--- src/rtl/ssm_pkg.sv ---
`timescale 1ns / 1ps

package ssm_pkg;

    localparam int OUT_DEPTH = 6;
    localparam int CNT_W     = $clog2(OUT_DEPTH + 1);
    localparam int IDX_W     = $clog2(OUT_DEPTH);

    localparam logic [7:0] CH_NUL    = 8'h00;
    localparam logic [7:0] CH_TAB    = 8'h09;
    localparam logic [7:0] CH_LF     = 8'h0A;
    localparam logic [7:0] CH_CR     = 8'h0D;
    localparam logic [7:0] CH_SPACE  = 8'h20;
    localparam logic [7:0] CH_HASH   = 8'h23;
    localparam logic [7:0] CH_AMP    = 8'h26;
    localparam logic [7:0] CH_LPAR   = 8'h28;
    localparam logic [7:0] CH_RPAR   = 8'h29;
    localparam logic [7:0] CH_STAR   = 8'h2A;
    localparam logic [7:0] CH_PLUS   = 8'h2B;
    localparam logic [7:0] CH_COMMA  = 8'h2C;
    localparam logic [7:0] CH_MINUS  = 8'h2D;
    localparam logic [7:0] CH_SLASH  = 8'h2F;
    localparam logic [7:0] CH_SEMI   = 8'h3B;
    localparam logic [7:0] CH_LT     = 8'h3C;
    localparam logic [7:0] CH_EQ     = 8'h3D;
    localparam logic [7:0] CH_GT     = 8'h3E;
    localparam logic [7:0] CH_LBRK   = 8'h5B;
    localparam logic [7:0] CH_BSLASH = 8'h5C;
    localparam logic [7:0] CH_RBRK   = 8'h5D;
    localparam logic [7:0] CH_N      = 8'h6E;
    localparam logic [7:0] CH_LBRC   = 8'h7B;
    localparam logic [7:0] CH_BAR    = 8'h7C;
    localparam logic [7:0] CH_RBRC   = 8'h7D;

    typedef struct packed {
        logic [7:0] prev;
        logic [7:0] held;
        logic       held_v;
        logic       line_cmt;
        logic       block_cmt;
        logic       directive;
        logic       squeeze;
    } ssm_state_t;

    typedef struct packed {
        ssm_state_t st;
        logic [1:0] n;
        logic [7:0] e0;
        logic [7:0] e1;
    } ssm_judge_t;

    localparam ssm_state_t STATE_RESET = '{
        prev: CH_NUL, held: CH_NUL, held_v: 1'b0, line_cmt: 1'b0,
        block_cmt: 1'b0, directive: 1'b0, squeeze: 1'b1
    };

    function automatic logic is_newline(logic [7:0] c);
        logic r;
        case (c) inside
            CH_CR, CH_LF: r = 1'b1;
            default:      r = 1'b0;
        endcase
        return r;
    endfunction

    function automatic logic is_blank(logic [7:0] c);
        logic r;
        case (c) inside
            CH_SPACE, CH_TAB, CH_CR, CH_LF: r = 1'b1;
            default:                        r = 1'b0;
        endcase
        return r;
    endfunction

    function automatic logic is_operator(logic [7:0] c);
        logic r;
        case (c) inside
            CH_PLUS, CH_MINUS, CH_STAR, CH_SLASH, CH_EQ, CH_SEMI, CH_LPAR, CH_RPAR,
            CH_LBRC, CH_RBRC, CH_COMMA, CH_BAR, CH_AMP, CH_LT, CH_GT: r = 1'b1;
            default: r = 1'b0;
        endcase
        return r;
    endfunction

    function automatic logic is_squeeze(logic [7:0] c);
        return is_operator(c) || is_blank(c) || (c == CH_LBRK) || (c == CH_RBRK);
    endfunction

    // Judges one character once its following character is known.
    function automatic ssm_judge_t judge(ssm_state_t s, logic [7:0] c, logic [7:0] nx);
        ssm_judge_t r;
        logic [7:0] prior_char;
        logic       skip;
        r      = '{st: s, n: 2'd0, e0: CH_NUL, e1: CH_NUL};
        prior_char = s.prev;
        r.st.prev = c;
        if (c == CH_SLASH && nx == CH_SLASH)
        begin
            r.st.line_cmt = 1'b1;
        end
        if (c == CH_SLASH && nx == CH_STAR)
        begin
            r.st.block_cmt = 1'b1;
        end
        if (c == CH_HASH)
        begin
            r.st.directive = 1'b1;
        end
        if (is_newline(c))
        begin
            r.st.line_cmt = 1'b0;
        end
        skip = !r.st.directive && r.st.squeeze && is_blank(c);
        if (!skip)
        begin
            if (is_newline(c))
            begin
                r.st.directive = 1'b0;
            end
            r.st.squeeze = r.st.block_cmt || r.st.line_cmt || is_squeeze(c);
            if (r.st.squeeze && r.st.held_v && r.st.held == CH_SPACE && is_operator(c))
            begin
                r.st.held_v = 1'b0;
            end
            if (!r.st.line_cmt && !r.st.block_cmt)
            begin
                if (is_newline(c))
                begin
                    if (r.st.held_v)
                    begin
                        r.e0 = r.st.held;
                        r.e1 = CH_BSLASH;
                        r.n  = 2'd2;
                    end
                    else
                    begin
                        r.e0 = CH_BSLASH;
                        r.n  = 2'd1;
                    end
                    r.st.held = CH_N;
                end
                else
                begin
                    if (r.st.held_v)
                    begin
                        r.e0 = r.st.held;
                        r.n  = 2'd1;
                    end
                    r.st.held = c;
                end
                r.st.held_v = 1'b1;
            end
            if (r.st.block_cmt && c == CH_SLASH && prior_char == CH_STAR)
            begin
                r.st.block_cmt = 1'b0;
            end
        end
        return r;
    endfunction

endpackage

--- src/rtl/shader_source_minifier_top.sv ---
`timescale 1ns / 1ps

// Shader source minifier.
// The slave stream carries source text, one character per transfer in
// s_axis_tdata, with s_axis_tlast on the final character of a source.
// The master stream carries the minified text, one byte per transfer, and
// ends each source with a zero byte marked by m_axis_tlast.
// An accepted character is held in an input register; once the buffer is
// free, the comment, blank and line-break rules judge the pending character
// before it, with it as lookahead, and write up to six released bytes, the
// last source character's flush included, into a six-entry result buffer.
// The single byte-wide master port sets the pace: plain text runs at one
// character per cycle while the receiver is ready, and a character that
// releases two bytes, such as a kept line break, holds back the next one.
// A new character is taken while the last buffered byte is being sent.
// When the receiver stalls, the buffer holds its bytes and the input
// register fills, after which s_axis_tready falls until the buffer drains.
// Reset empties both registers and returns the minifier state to the start
// of a source; the end of each source also returns the state to the start.
module shader_source_minifier_top
(
    input  logic       clk,
    input  logic       rst_n,
    input  logic       s_axis_tvalid,
    output logic       s_axis_tready,
    input  logic [7:0] s_axis_tdata,   // [7:0] in_byte
    input  logic       s_axis_tlast,
    output logic       m_axis_tvalid,
    input  logic       m_axis_tready,
    output logic [7:0] m_axis_tdata,   // [7:0] out_byte
    output logic       m_axis_tlast
);

    logic                        in_valid_reg;
    logic [7:0]                  in_byte_reg;
    logic                        in_last_reg;
    logic [7:0]                  pend_reg;
    logic                        pend_v_reg;
    ssm_pkg::ssm_state_t         state_reg;
    logic [8:0]                  out_mem_reg [ssm_pkg::OUT_DEPTH];
    logic [ssm_pkg::CNT_W-1:0]   rem_reg;
    logic [ssm_pkg::IDX_W-1:0]   rd_reg;

    logic                        buf_free;
    logic                        advance;
    logic                        in_xfer;
    logic                        out_xfer;
    ssm_pkg::ssm_judge_t         j1;
    ssm_pkg::ssm_judge_t         j2;
    ssm_pkg::ssm_state_t         s1;
    ssm_pkg::ssm_state_t         state_next;
    logic [7:0]                  pend_next;
    logic                        pend_v_next;
    logic [8:0]                  ob [ssm_pkg::OUT_DEPTH];
    logic [ssm_pkg::CNT_W-1:0]   cnt;

    assign buf_free = (rem_reg == '0) ||
                      ((rem_reg == ssm_pkg::CNT_W'(1)) && m_axis_tready);
    assign advance  = in_valid_reg && buf_free;
    assign s_axis_tready = !in_valid_reg || buf_free;
    assign in_xfer  = s_axis_tvalid && s_axis_tready;
    assign out_xfer = m_axis_tvalid && m_axis_tready;

    assign m_axis_tvalid = (rem_reg != '0);
    assign m_axis_tdata  = out_mem_reg[rd_reg][7:0];
    assign m_axis_tlast  = out_mem_reg[rd_reg][8];

    always_comb
    begin
        j1  = ssm_pkg::judge(state_reg, pend_reg, in_byte_reg);
        s1  = pend_v_reg ? j1.st : state_reg;
        j2  = ssm_pkg::judge(s1, in_byte_reg, ssm_pkg::CH_NUL);
        cnt = '0;
        for (int i = 0; i < ssm_pkg::OUT_DEPTH; i++)
        begin
            ob[i] = '0;
        end
        if (pend_v_reg && j1.n != 2'd0)
        begin
            ob[cnt[ssm_pkg::IDX_W-1:0]] = {1'b0, j1.e0};
            cnt = cnt + 1'b1;
        end
        if (pend_v_reg && j1.n == 2'd2)
        begin
            ob[cnt[ssm_pkg::IDX_W-1:0]] = {1'b0, j1.e1};
            cnt = cnt + 1'b1;
        end
        if (in_last_reg)
        begin
            if (j2.n != 2'd0)
            begin
                ob[cnt[ssm_pkg::IDX_W-1:0]] = {1'b0, j2.e0};
                cnt = cnt + 1'b1;
            end
            if (j2.n == 2'd2)
            begin
                ob[cnt[ssm_pkg::IDX_W-1:0]] = {1'b0, j2.e1};
                cnt = cnt + 1'b1;
            end
            if (j2.st.held_v)
            begin
                ob[cnt[ssm_pkg::IDX_W-1:0]] = {1'b0, j2.st.held};
                cnt = cnt + 1'b1;
            end
            ob[cnt[ssm_pkg::IDX_W-1:0]] = {1'b1, ssm_pkg::CH_NUL};
            cnt = cnt + 1'b1;
            state_next  = ssm_pkg::STATE_RESET;
            pend_next   = ssm_pkg::CH_NUL;
            pend_v_next = 1'b0;
        end
        else
        begin
            state_next  = s1;
            pend_next   = in_byte_reg;
            pend_v_next = 1'b1;
        end
    end

    always_ff @(posedge clk or negedge rst_n)
    begin
        if (!rst_n)
        begin
            in_valid_reg <= 1'b0;
            pend_reg     <= ssm_pkg::CH_NUL;
            pend_v_reg   <= 1'b0;
            state_reg    <= ssm_pkg::STATE_RESET;
            rem_reg      <= '0;
            rd_reg       <= '0;
        end
        else
        begin
            if (in_xfer)
            begin
                in_valid_reg <= 1'b1;
            end
            else if (advance)
            begin
                in_valid_reg <= 1'b0;
            end
            if (advance)
            begin
                pend_reg   <= pend_next;
                pend_v_reg <= pend_v_next;
                state_reg  <= state_next;
                rem_reg    <= cnt;
                rd_reg     <= '0;
            end
            else if (out_xfer)
            begin
                rem_reg <= rem_reg - 1'b1;
                rd_reg  <= rd_reg + 1'b1;
            end
        end
    end

    always_ff @(posedge clk)
    begin
        if (in_xfer)
        begin
            in_byte_reg <= s_axis_tdata;
            in_last_reg <= s_axis_tlast;
        end
        if (advance)
        begin
            for (int i = 0; i < ssm_pkg::OUT_DEPTH; i++)
            begin
                out_mem_reg[i] <= ob[i];
            end
        end
    end

endmodule

--- config.mk ---
export PLATFORM = sky130hd
export DESIGN_NAME = shader_source_minifier_top
export DESIGN_NICKNAME = d
export VERILOG_FILES = /design/src/rtl/ssm_pkg.sv /design/src/rtl/shader_source_minifier_top.sv
export SDC_FILE = /design/constraint.sdc
export NUM_CORES = 1
export LEC_CHECK = 0
export ABC_AREA = 1
export BUFFER_PORTS_ARGS = -buffer_cell sky130_fd_sc_hd__buf_2
export CORE_MARGIN = 3
export CORE_UTILIZATION = 55
export CTS_CLUSTER_SIZE = 12
export DETAILED_ROUTE_END_ITERATION = 12
export PLACE_DENSITY = 0.72
export SLEW_MARGIN = 20
export SYNTH_ARGS = -nofsm -noshare
export SYNTH_HDL_FRONTEND = slang
export SYNTH_SLANG_ARGS = --single-unit
export TNS_END_PERCENT = 100
--- constraint.sdc ---
create_clock -name clk -period 5.25 [get_ports clk]
set_input_delay 0 -clock clk [delete_from_list [all_inputs] [get_ports clk]]
set_output_delay 0 -clock clk [all_outputs]
set_load 0.005 [all_outputs]
Word-level counts from Yosys, hierarchy flattened --
Memories as Yosys holds them, arrays and structs flattened. Index checks and enable logic that the tools add are counted.
Operators by class: add/subtract/negate cells 7, multipliers 0, divide/modulo/power cells 0, magnitude comparators 10, eq/ne operators 50, shifts and indexed selects 0, multiplexer cells 91, bitwise gates (word level) 8, reductions and logical operators 58
Operator list (number):
- $mux W54 | 8
- $eq A8 B6 Y1 const B | 31
- $bwmux W54 | 4
- $demux W9 S3 | 5
- $mux W9 | 11
- $eq A8 B7 Y1 const B | 10
- $mux W21 | 3
- $mux W18 | 3
- $and A48 B48 Y48 | 1
- $eq A8 B4 Y1 const B | 6
- $mux W8 | 6
- $not A48 Y48 | 1
- $mux W10 | 4
- $mux W3 | 12
- $mux W1 | 33
- $reduce_or A15 Y1 | 2
- $logic_and A1 B1 Y1 | 27
- $ge A4 B4 Y1 const B | 5
- $lt A4 B1 Y1 const B | 5
- $not A3 Y4 | 5
- $add A3 B1 Y3 const B | 6
- $mux W7 | 2
- $logic_or A1 B1 Y1 | 12
- $reduce_bool A2 Y1 | 4
- 9 further kinds | 18
Storage, ports and cells: register bits after elaboration 46, bits in latches 0, memory bits (writable) 54, memory bits (read-only) 0, input bits 13, output and inout bits 11, logic and storage cells 239, memories 1
Memory list:
- out_mem_reg | depth 6, width 9, rd ports 1, clocked after Yosys merged registers in 0, wr ports 6, RTL line shader_source_minifier_top.sv:40 | logic [8:0] out_mem_reg [ssm_pkg::OUT_DEPTH];

Longest topological paths before layout --
Gate-level depths: netlist of run 1.
depth in word-level cells 55, depth in mapped cells 35, gate-level depth less buffers 34

Least setup slack after synthesis of run 1 --
OpenSTA, ideal clock, no wires.
kind reg-to-reg, start register pend_reg[2], end register rem_reg[1] in the netlist's numbering, setup time 0.083 ns, arrival time 4.344 ns, required time 5.167 ns, path slack 0.823 ns, stages on the path, launching flop included 30, path buffers 1, clock period less this slack 4.427 ns, cell sequence dfrtp_1 > nand2_1 > inv_1 > nand2_1 > nand2_2 > nand2_4 > nand2_1 > a21oi_4 > nand2_4 > buf_6 > nand2_1 > o21ai_1 > nor2_1 > nand3_2 > nand2_2 > inv_1 > ha_1 > or2_2 > nand3_2 > o21ai_1 > ha_1 > nand2_1 > nand2_1 > ha_1 > inv_1 > nor2_4 > ha_1 > a21oi_1 > a221o_1 > o21ai_0
Between the ends: longest elaborated chain between the ends 37, elaborated cells on any way between the ends 112, those cells by class 5 x add/sub; 25 x eq/ne; 46 x mux; 36 x reduce/logical
RTL lines:
- start: declaration | RTL line shader_source_minifier_top.sv:37 | logic [7:0] pend_reg;
- start signal: assignment | RTL line shader_source_minifier_top.sv:124 | pend_reg <= ssm_pkg::CH_NUL;
- start signal: assignment | RTL line shader_source_minifier_top.sv:142 | pend_reg <= pend_next;
- branches (longest 35 deep; another with $reduce_or A15 Y1)
- $mux W3 * | RTL line shader_source_minifier_top.sv:88 | if (in_last_reg)
- $mux W3 * | RTL line shader_source_minifier_top.sv:140 | if (advance)
- end signal: assignment | RTL line shader_source_minifier_top.sv:145 | rem_reg <= cnt;
- end signal: assignment | RTL line shader_source_minifier_top.sv:150 | rem_reg <= rem_reg - 1'b1;
- end: declaration | RTL line shader_source_minifier_top.sv:41 | logic [ssm_pkg::CNT_W-1:0] rem_reg;
Mark *: on every way between the ends. The select of a mux whose other input is x is not followed. A chain may end at the register's enable or synchronous reset.

==> qor.yml, run 1 <==
antenna_cells: 0
largest_register_ffs: 54
synth_cell_types: 44
pin_count: 24
root_buffer: "clkbuf_8"
synth_area_leaders: "edfxtp_1, dfrtp_1, nand2_1, nor2_1, nand3_1"
pre_cts_slack_ns: 0.325
outcome: "finished clean"
worst_slew_pin_slew_ns: 0.920
setup_viol: 0
clk_path_buf_depth: 2
max_slew_margin_pct: 38.7
num_vias: 5592
synthToLayoutAreaGrowth_pct: 10.4
grt_use_total_pct: 25.6
routedWlPerCell_um: 16.4
drv_cap: 0
antenna_left: 0
clkLatencyLatePin_ns: 0.39
cts_max_level: 3
gp_congestion: 0.972
via_per_inst: 5.83
dpl-instance-area_sq_um: 6320
drtIter0Drc: 478
yosysSeqAreaShare_pct: 46.0
final_area_sq_um: 6760
hold_ws_ns: 0.176
dr_wl_met3_um: 1060
wl_um: 15700
grt_max_degree: 76
crit_fanout: 12
drt-met1-wl_um: 6680
drive_gt1_share_pct: 13.9
synth_seq_cells: 100
critPathLaunchType: "flip-flop"
clk_pin_slew_worst_paths_ns: 0.10
finalCriticalPeriod_ns: 4.85
cts_buffers: 9
hpwl_um: 11300
initial_utilization_pct: 58.0
worstPathArrival_ns: 4.98
cts_sinks: 100
synth_area_per_cell_sq_um: 7.81
final-hold-violation-count: 0
synth_area_leader_cell: "edfxtp_1"
die_h_um: 112
fillers: 922
power_density_nw_per_um2: 660
fin_cells: 959
ir_drop_mv: 0.694
num_rows: 37
ys.warnings.count: 0
synth_cells: 784
overflow: 0
final_cell_mix: "nand2_1, nor2_1, inv_1"
leakagePower_nw: 2.98
slew_violations: 0
grt_first_pass_wirelength_um: 25800
antenna_found_initial: 0
end_kind: "flip-flop"
finalClockSkew_ns: 0.0145
hold_start: "m_axis_tready"
remaining_drc_errors: 0
cp.required_ns: 5.38
die_w_um: 112
first_pass_iters: 6
routed.top_layer: "met4"
final_nets: 840
cts_tree: "built"
wl_met2_um: 7600
worstSetupPathType: "reg -> reg"
fmax_ghz: 0.206
coreArea_sq_um: 10600
grt_pass1_vias: 5127
io_buffer_count: 23
max_stage_delay_ns: 0.46
timing.rr.start: "in_byte_reg[5]"
final_common_cell: "nand2_1"
syn-num-nets: 806
hold_path.class: "in -> reg"
synth_top_area_share_pct: 30.9
cp_slowest_cell: "edfxtp_1"
utilization_pct: 64.0
layout_setup_ws_ns: 0.396
path_common_cell: "nand2_1"
die-area_sq_um: 12400
placed_cells: 921
crit_start: "in_byte_reg[5]"
synthesis.area_sq_um: 6130
period_share_pct: 92.5
-- cell type report --
type / instances / area [sq um] / area share, %
tap: 136 / 170 / 2.52
inverter: 90 / 342 / 5.05
clock inverter: 7 / 91.3 / 1.35
timing repair buffer: 48 / 330 / 4.89
sequential: 100 / 2820 / 41.7
multi-input combinational: 569 / 2880 / 42.6
clock buffer: 9 / 124 / 1.83
-- where the power goes --
group / switching (mW) / leakage [nW] / total (mW) / internal (mW)
sequential: 0.148 / 1.08 / 1.34 / 1.19
combinational: 1.82 / 1.80 / 2.59 / 0.773
clock: 0.306 / 0.107 / 0.539 / 0.233
-- through the flow --
step,power [mW],TNS [ns]
2_1_floorplan,3.23,0
3_3_place_gp,3.77,0
3_5_place_dp,3.82,0
4_1_cts,4.37,0
5_1_grt,4.84,-0.00362
6_report,4.46,0
-- logic make-up after synthesis --
| logic type | Yosys count | share of synthesized area (%) |
|---|---|---|
| AOI/OAI and AO/OA | 135 | 14.2 |
| and+or+nand+nor | 424 | 30.3 |
| adders and majority gates | 9 | 1.84 |
| DFF | 100 | 46.0 |
| buffers and inverters | 116 | 7.62 |
-- per-layer routing --
layer / vias to the layer above / GRT usage (%)
li1: 2707 / -
met1: 2602 / 35.6
met2: 243 / 41.7
met3: 40 / 4.62
met4: 0 / 6.89
met5: - / 0
-- critical path, delay by kind of cell, from the launching register on --
kind	cells	cell delay [ns]
and+or+nand+nor	25	2.82
DFF	1	0.46
buffers and inverters	3	0.20
adders and majority gates	3	0.81
AOI/OAI and AO/OA	2	0.35
-- final timing paths --
check	to	slack (ns)	depth (start not counted)
max	out_mem_reg[1][2]	0.40	33
min	in_valid_reg	0.18	6
max reg2reg	out_mem_reg[1][2]	0.40	33
min reg2reg	state_reg[0]	0.49	2
max in group asynchronous	pend_reg[2]	4.41	2
min in group asynchronous	rd_reg[0]	0.23	2
-- cell usage after synthesis --
cell      instances
nand2_1         215
nor2_1           91
inv_1            82
edfxtp_1         63
nand3_1          63
o21ai_0          45
dfrtp_1          36
a21oi_1          27
o22ai_1          24
clkbuf_1         17
nor3_1           11
nand2_2          10
a32o_1            9
ha_1              9
o32ai_1           7
or2_2             7
nand4_1           6
nand3_2           5
o21ai_1           5
a21oi_4           4
buf_2             4
inv_2             4
nand2_4           4
nor4_1            4
a22oi_1           3
buf_6             3
nor2_2            3
nor2_4            3
buf_1             2
clkinv_1          2
o211ai_1          2
o21a_1            2
a21boi_0          1
a221o_1           1
a22oi_2           1
a31oi_1           1
clkinv_2          1
dfstp_2           1
inv_4             1
nor3_2            1
nor4_2            1
o211ai_2          1
o21ai_2           1
o31ai_1           1
-- what timing repair did --
action                                  CTS  global route
endpoints found under the setup margin    0            33
hold endpoints to repair                 46             0
setup buffers                             0            10
gates resized for setup                   0            11
hold buffers                             11             0
No activity file was read; power rests on OpenSTA's default activity.
==> run 2, diff against run 1 <==
--- a/config.mk
+++ b/config.mk
@@ -7,6 +7,7 @@
 export LEC_CHECK = 0
 export ABC_AREA = 1
 export BUFFER_PORTS_ARGS = -buffer_cell sky130_fd_sc_hd__buf_2
+export CORE_ASPECT_RATIO = 1.75
 export CORE_MARGIN = 3
 export CORE_UTILIZATION = 55
 export CTS_CLUSTER_SIZE = 12
==> constraint.sdc (replaced) <==
create_clock -name clk -period 4.85 [get_ports clk]
set_input_delay 0 -clock clk [delete_from_list [all_inputs] [get_ports clk]]
set_output_delay 0 -clock clk [all_outputs]
set_load 0.005 [all_outputs]
==> run 2 against run 1 <==
  * Total power up 24%
  * Clock skew down 0.0066 ns
  * Maximum frequency up 6.3%
  * Sequential power up 10%
  * Design area up 7.6%
  * Critical path type unchanged
  * Largest power group unchanged
  * Register-to-register slack worse by 0.11 ns
  * Die area up 0.40%
  * Critical path depth up 1
==> qor.yml, run 2 (synthesized netlist as in run 1, its figures left out) <==
outcome: "finished clean"
cp_slowest_cell: "edfxtp_1"
drtIter0Drc: 380
utilization_pct: 67.6
grt_pass1_vias: 5662
largest_register_ffs: 54
hold_start: "m_axis_tready"
worstSetupPathType: "reg -> reg"
grt_max_degree: 76
grt-busiest-layer: "met2"
path_common_cell: "nand2_1"
cts_tree: "built"
setup_viol: 0
drive_gt1_share_pct: 19.8
grt_use_met1_pct: 28.5
end_kind: "flip-flop"
clk_path_buf_depth: 2
cts_sinks: 100
remaining_drc_errors: 0
max_slew_margin_pct: 37.3
crit_start: "in_byte_reg[2]"
antenna_cells: 0
hold_path.class: "in -> reg"
clkLatencyLatePin_ns: 0.35
grt_first_pass_wirelength_um: 28200
cp.required_ns: 4.95
num_rows: 50
final-hold-violation-count: 0
power_density_nw_per_um2: 764
fillers: 918
via_per_inst: 5.79
crit_fanout: 8
fmax_ghz: 0.219
coreArea_sq_um: 10800
worst_slew_pin_slew_ns: 0.940
setup_tns_ns: 0
antenna_found_initial: 0
leakagePower_nw: 3.21
pre_cts_slack_ns: -0.0219
die-area_sq_um: 12500
overflow: 0
first_pass_iters: 5
die_h_um: 146
gp_congestion: 0.929
ir_drop_mv: 0.413
pin_count: 24
die_w_um: 85.8
hpwl_um: 13700
cts_max_level: 3
synthToLayoutAreaGrowth_pct: 18.8
clk_pin_slew_worst_paths_ns: 0.07
slew_violations: 0
drv_cap: 0
max_stage_delay_ns: 0.50
io_buffer_count: 23
met2_usage_pct: 55.4
finalClockSkew_ns: 0.00789
final_cell_mix: "nand2_1, nor2_1, inv_1"
antenna_left: 0
initial_utilization_pct: 56.9
grt_use_total_pct: 29.6
root_buffer: "clkbuf_16"
final_common_cell: "nand2_1"
worstPathArrival_ns: 4.67
num_vias: 5704
finalCriticalPeriod_ns: 4.56
layout_setup_ws_ns: 0.286
timing.rr.start: "in_byte_reg[2]"
cts_buffers: 9
wl_um: 18300
final_nets: 872
period_share_pct: 94.1
critPathLaunchType: "flip-flop"
routedWlPerCell_um: 18.5
met3_usage_pct: 4.14
==> run 2: repair_timing <==
item,in CTS,in global routing
setup buffers,1,19
cloned,0,3
pin swaps,0,26
endpoints found under the setup margin,3,36
hold buffers,11,0
resized for setup,1,40
hold endpoints to repair,46,0
==> run 2: critical path, delay by kind of cell, from the launching register on <==
kind | cells | cell delay, ns
compound gates | 3 | 0.43
fa+ha+maj | 3 | 0.67
buf+inv | 7 | 0.68
flops | 1 | 0.50
simple gates | 21 | 2.05
==> run 2: per-layer routing <==
layer	vias up	share of wire (%)
met5	-	0
met3	71	3.0
li1	2786	-
met4	0	7.2
met1	2651	34
met2	196	55
==> run 2: per-stage QoR <==
step	cell area, sq um	total power, mW	hold WS [ns]	std cells
floorplan	6130	3.50	-0.296	784
global placement	6490	4.36	0.153	935
detailed placement	6490	4.42	0.173	935
CTS	6950	5.24	0.213	963
global route	7270	5.95	0.256	985
finish	7270	5.55	0.214	985
==> run 2: path summary, 6_finish.rpt <==
| path | endpoint | slack (ns) | depth (start not counted) |
|---|---|---|---|
| setup / recovery | out_mem_reg[0][1] | 0.29 | 34 |
| hold / removal | in_valid_reg | 0.21 | 6 |
| max in group asynchronous | pend_reg[2] | 3.89 | 2 |
| setup reg to reg | out_mem_reg[0][1] | 0.29 | 34 |
| hold reg to reg | state_reg[0] | 0.50 | 2 |
| min in group asynchronous | state_reg[10] | 0.31 | 2 |
==> run 2: where the power goes <==
| part | internal [mW] | switching, mW | leakage, nW |
|---|---|---|---|
| Sequential | 1.29 | 0.196 | 1.08 |
| Combinational | 1.12 | 2.16 | 1.97 |
| Clock | 0.462 | 0.331 | 0.164 |
| Total | 2.87 | 2.68 | 3.21 |
==> run 2: area by class of cell <==
| cell class | count | area [sq um] | share of cell area (%) |
|---|---|---|---|
| flip-flops and latches | 100 | 2820 | 38.8 |
| well taps | 130 | 163 | 2.24 |
| clock buffers | 9 | 225 | 3.10 |
| inverters | 90 | 342 | 4.70 |
| multi-input cells | 571 | 3020 | 41.5 |
| repair buffers | 78 | 597 | 8.20 |
| clock inverters | 7 | 109 | 1.50 |
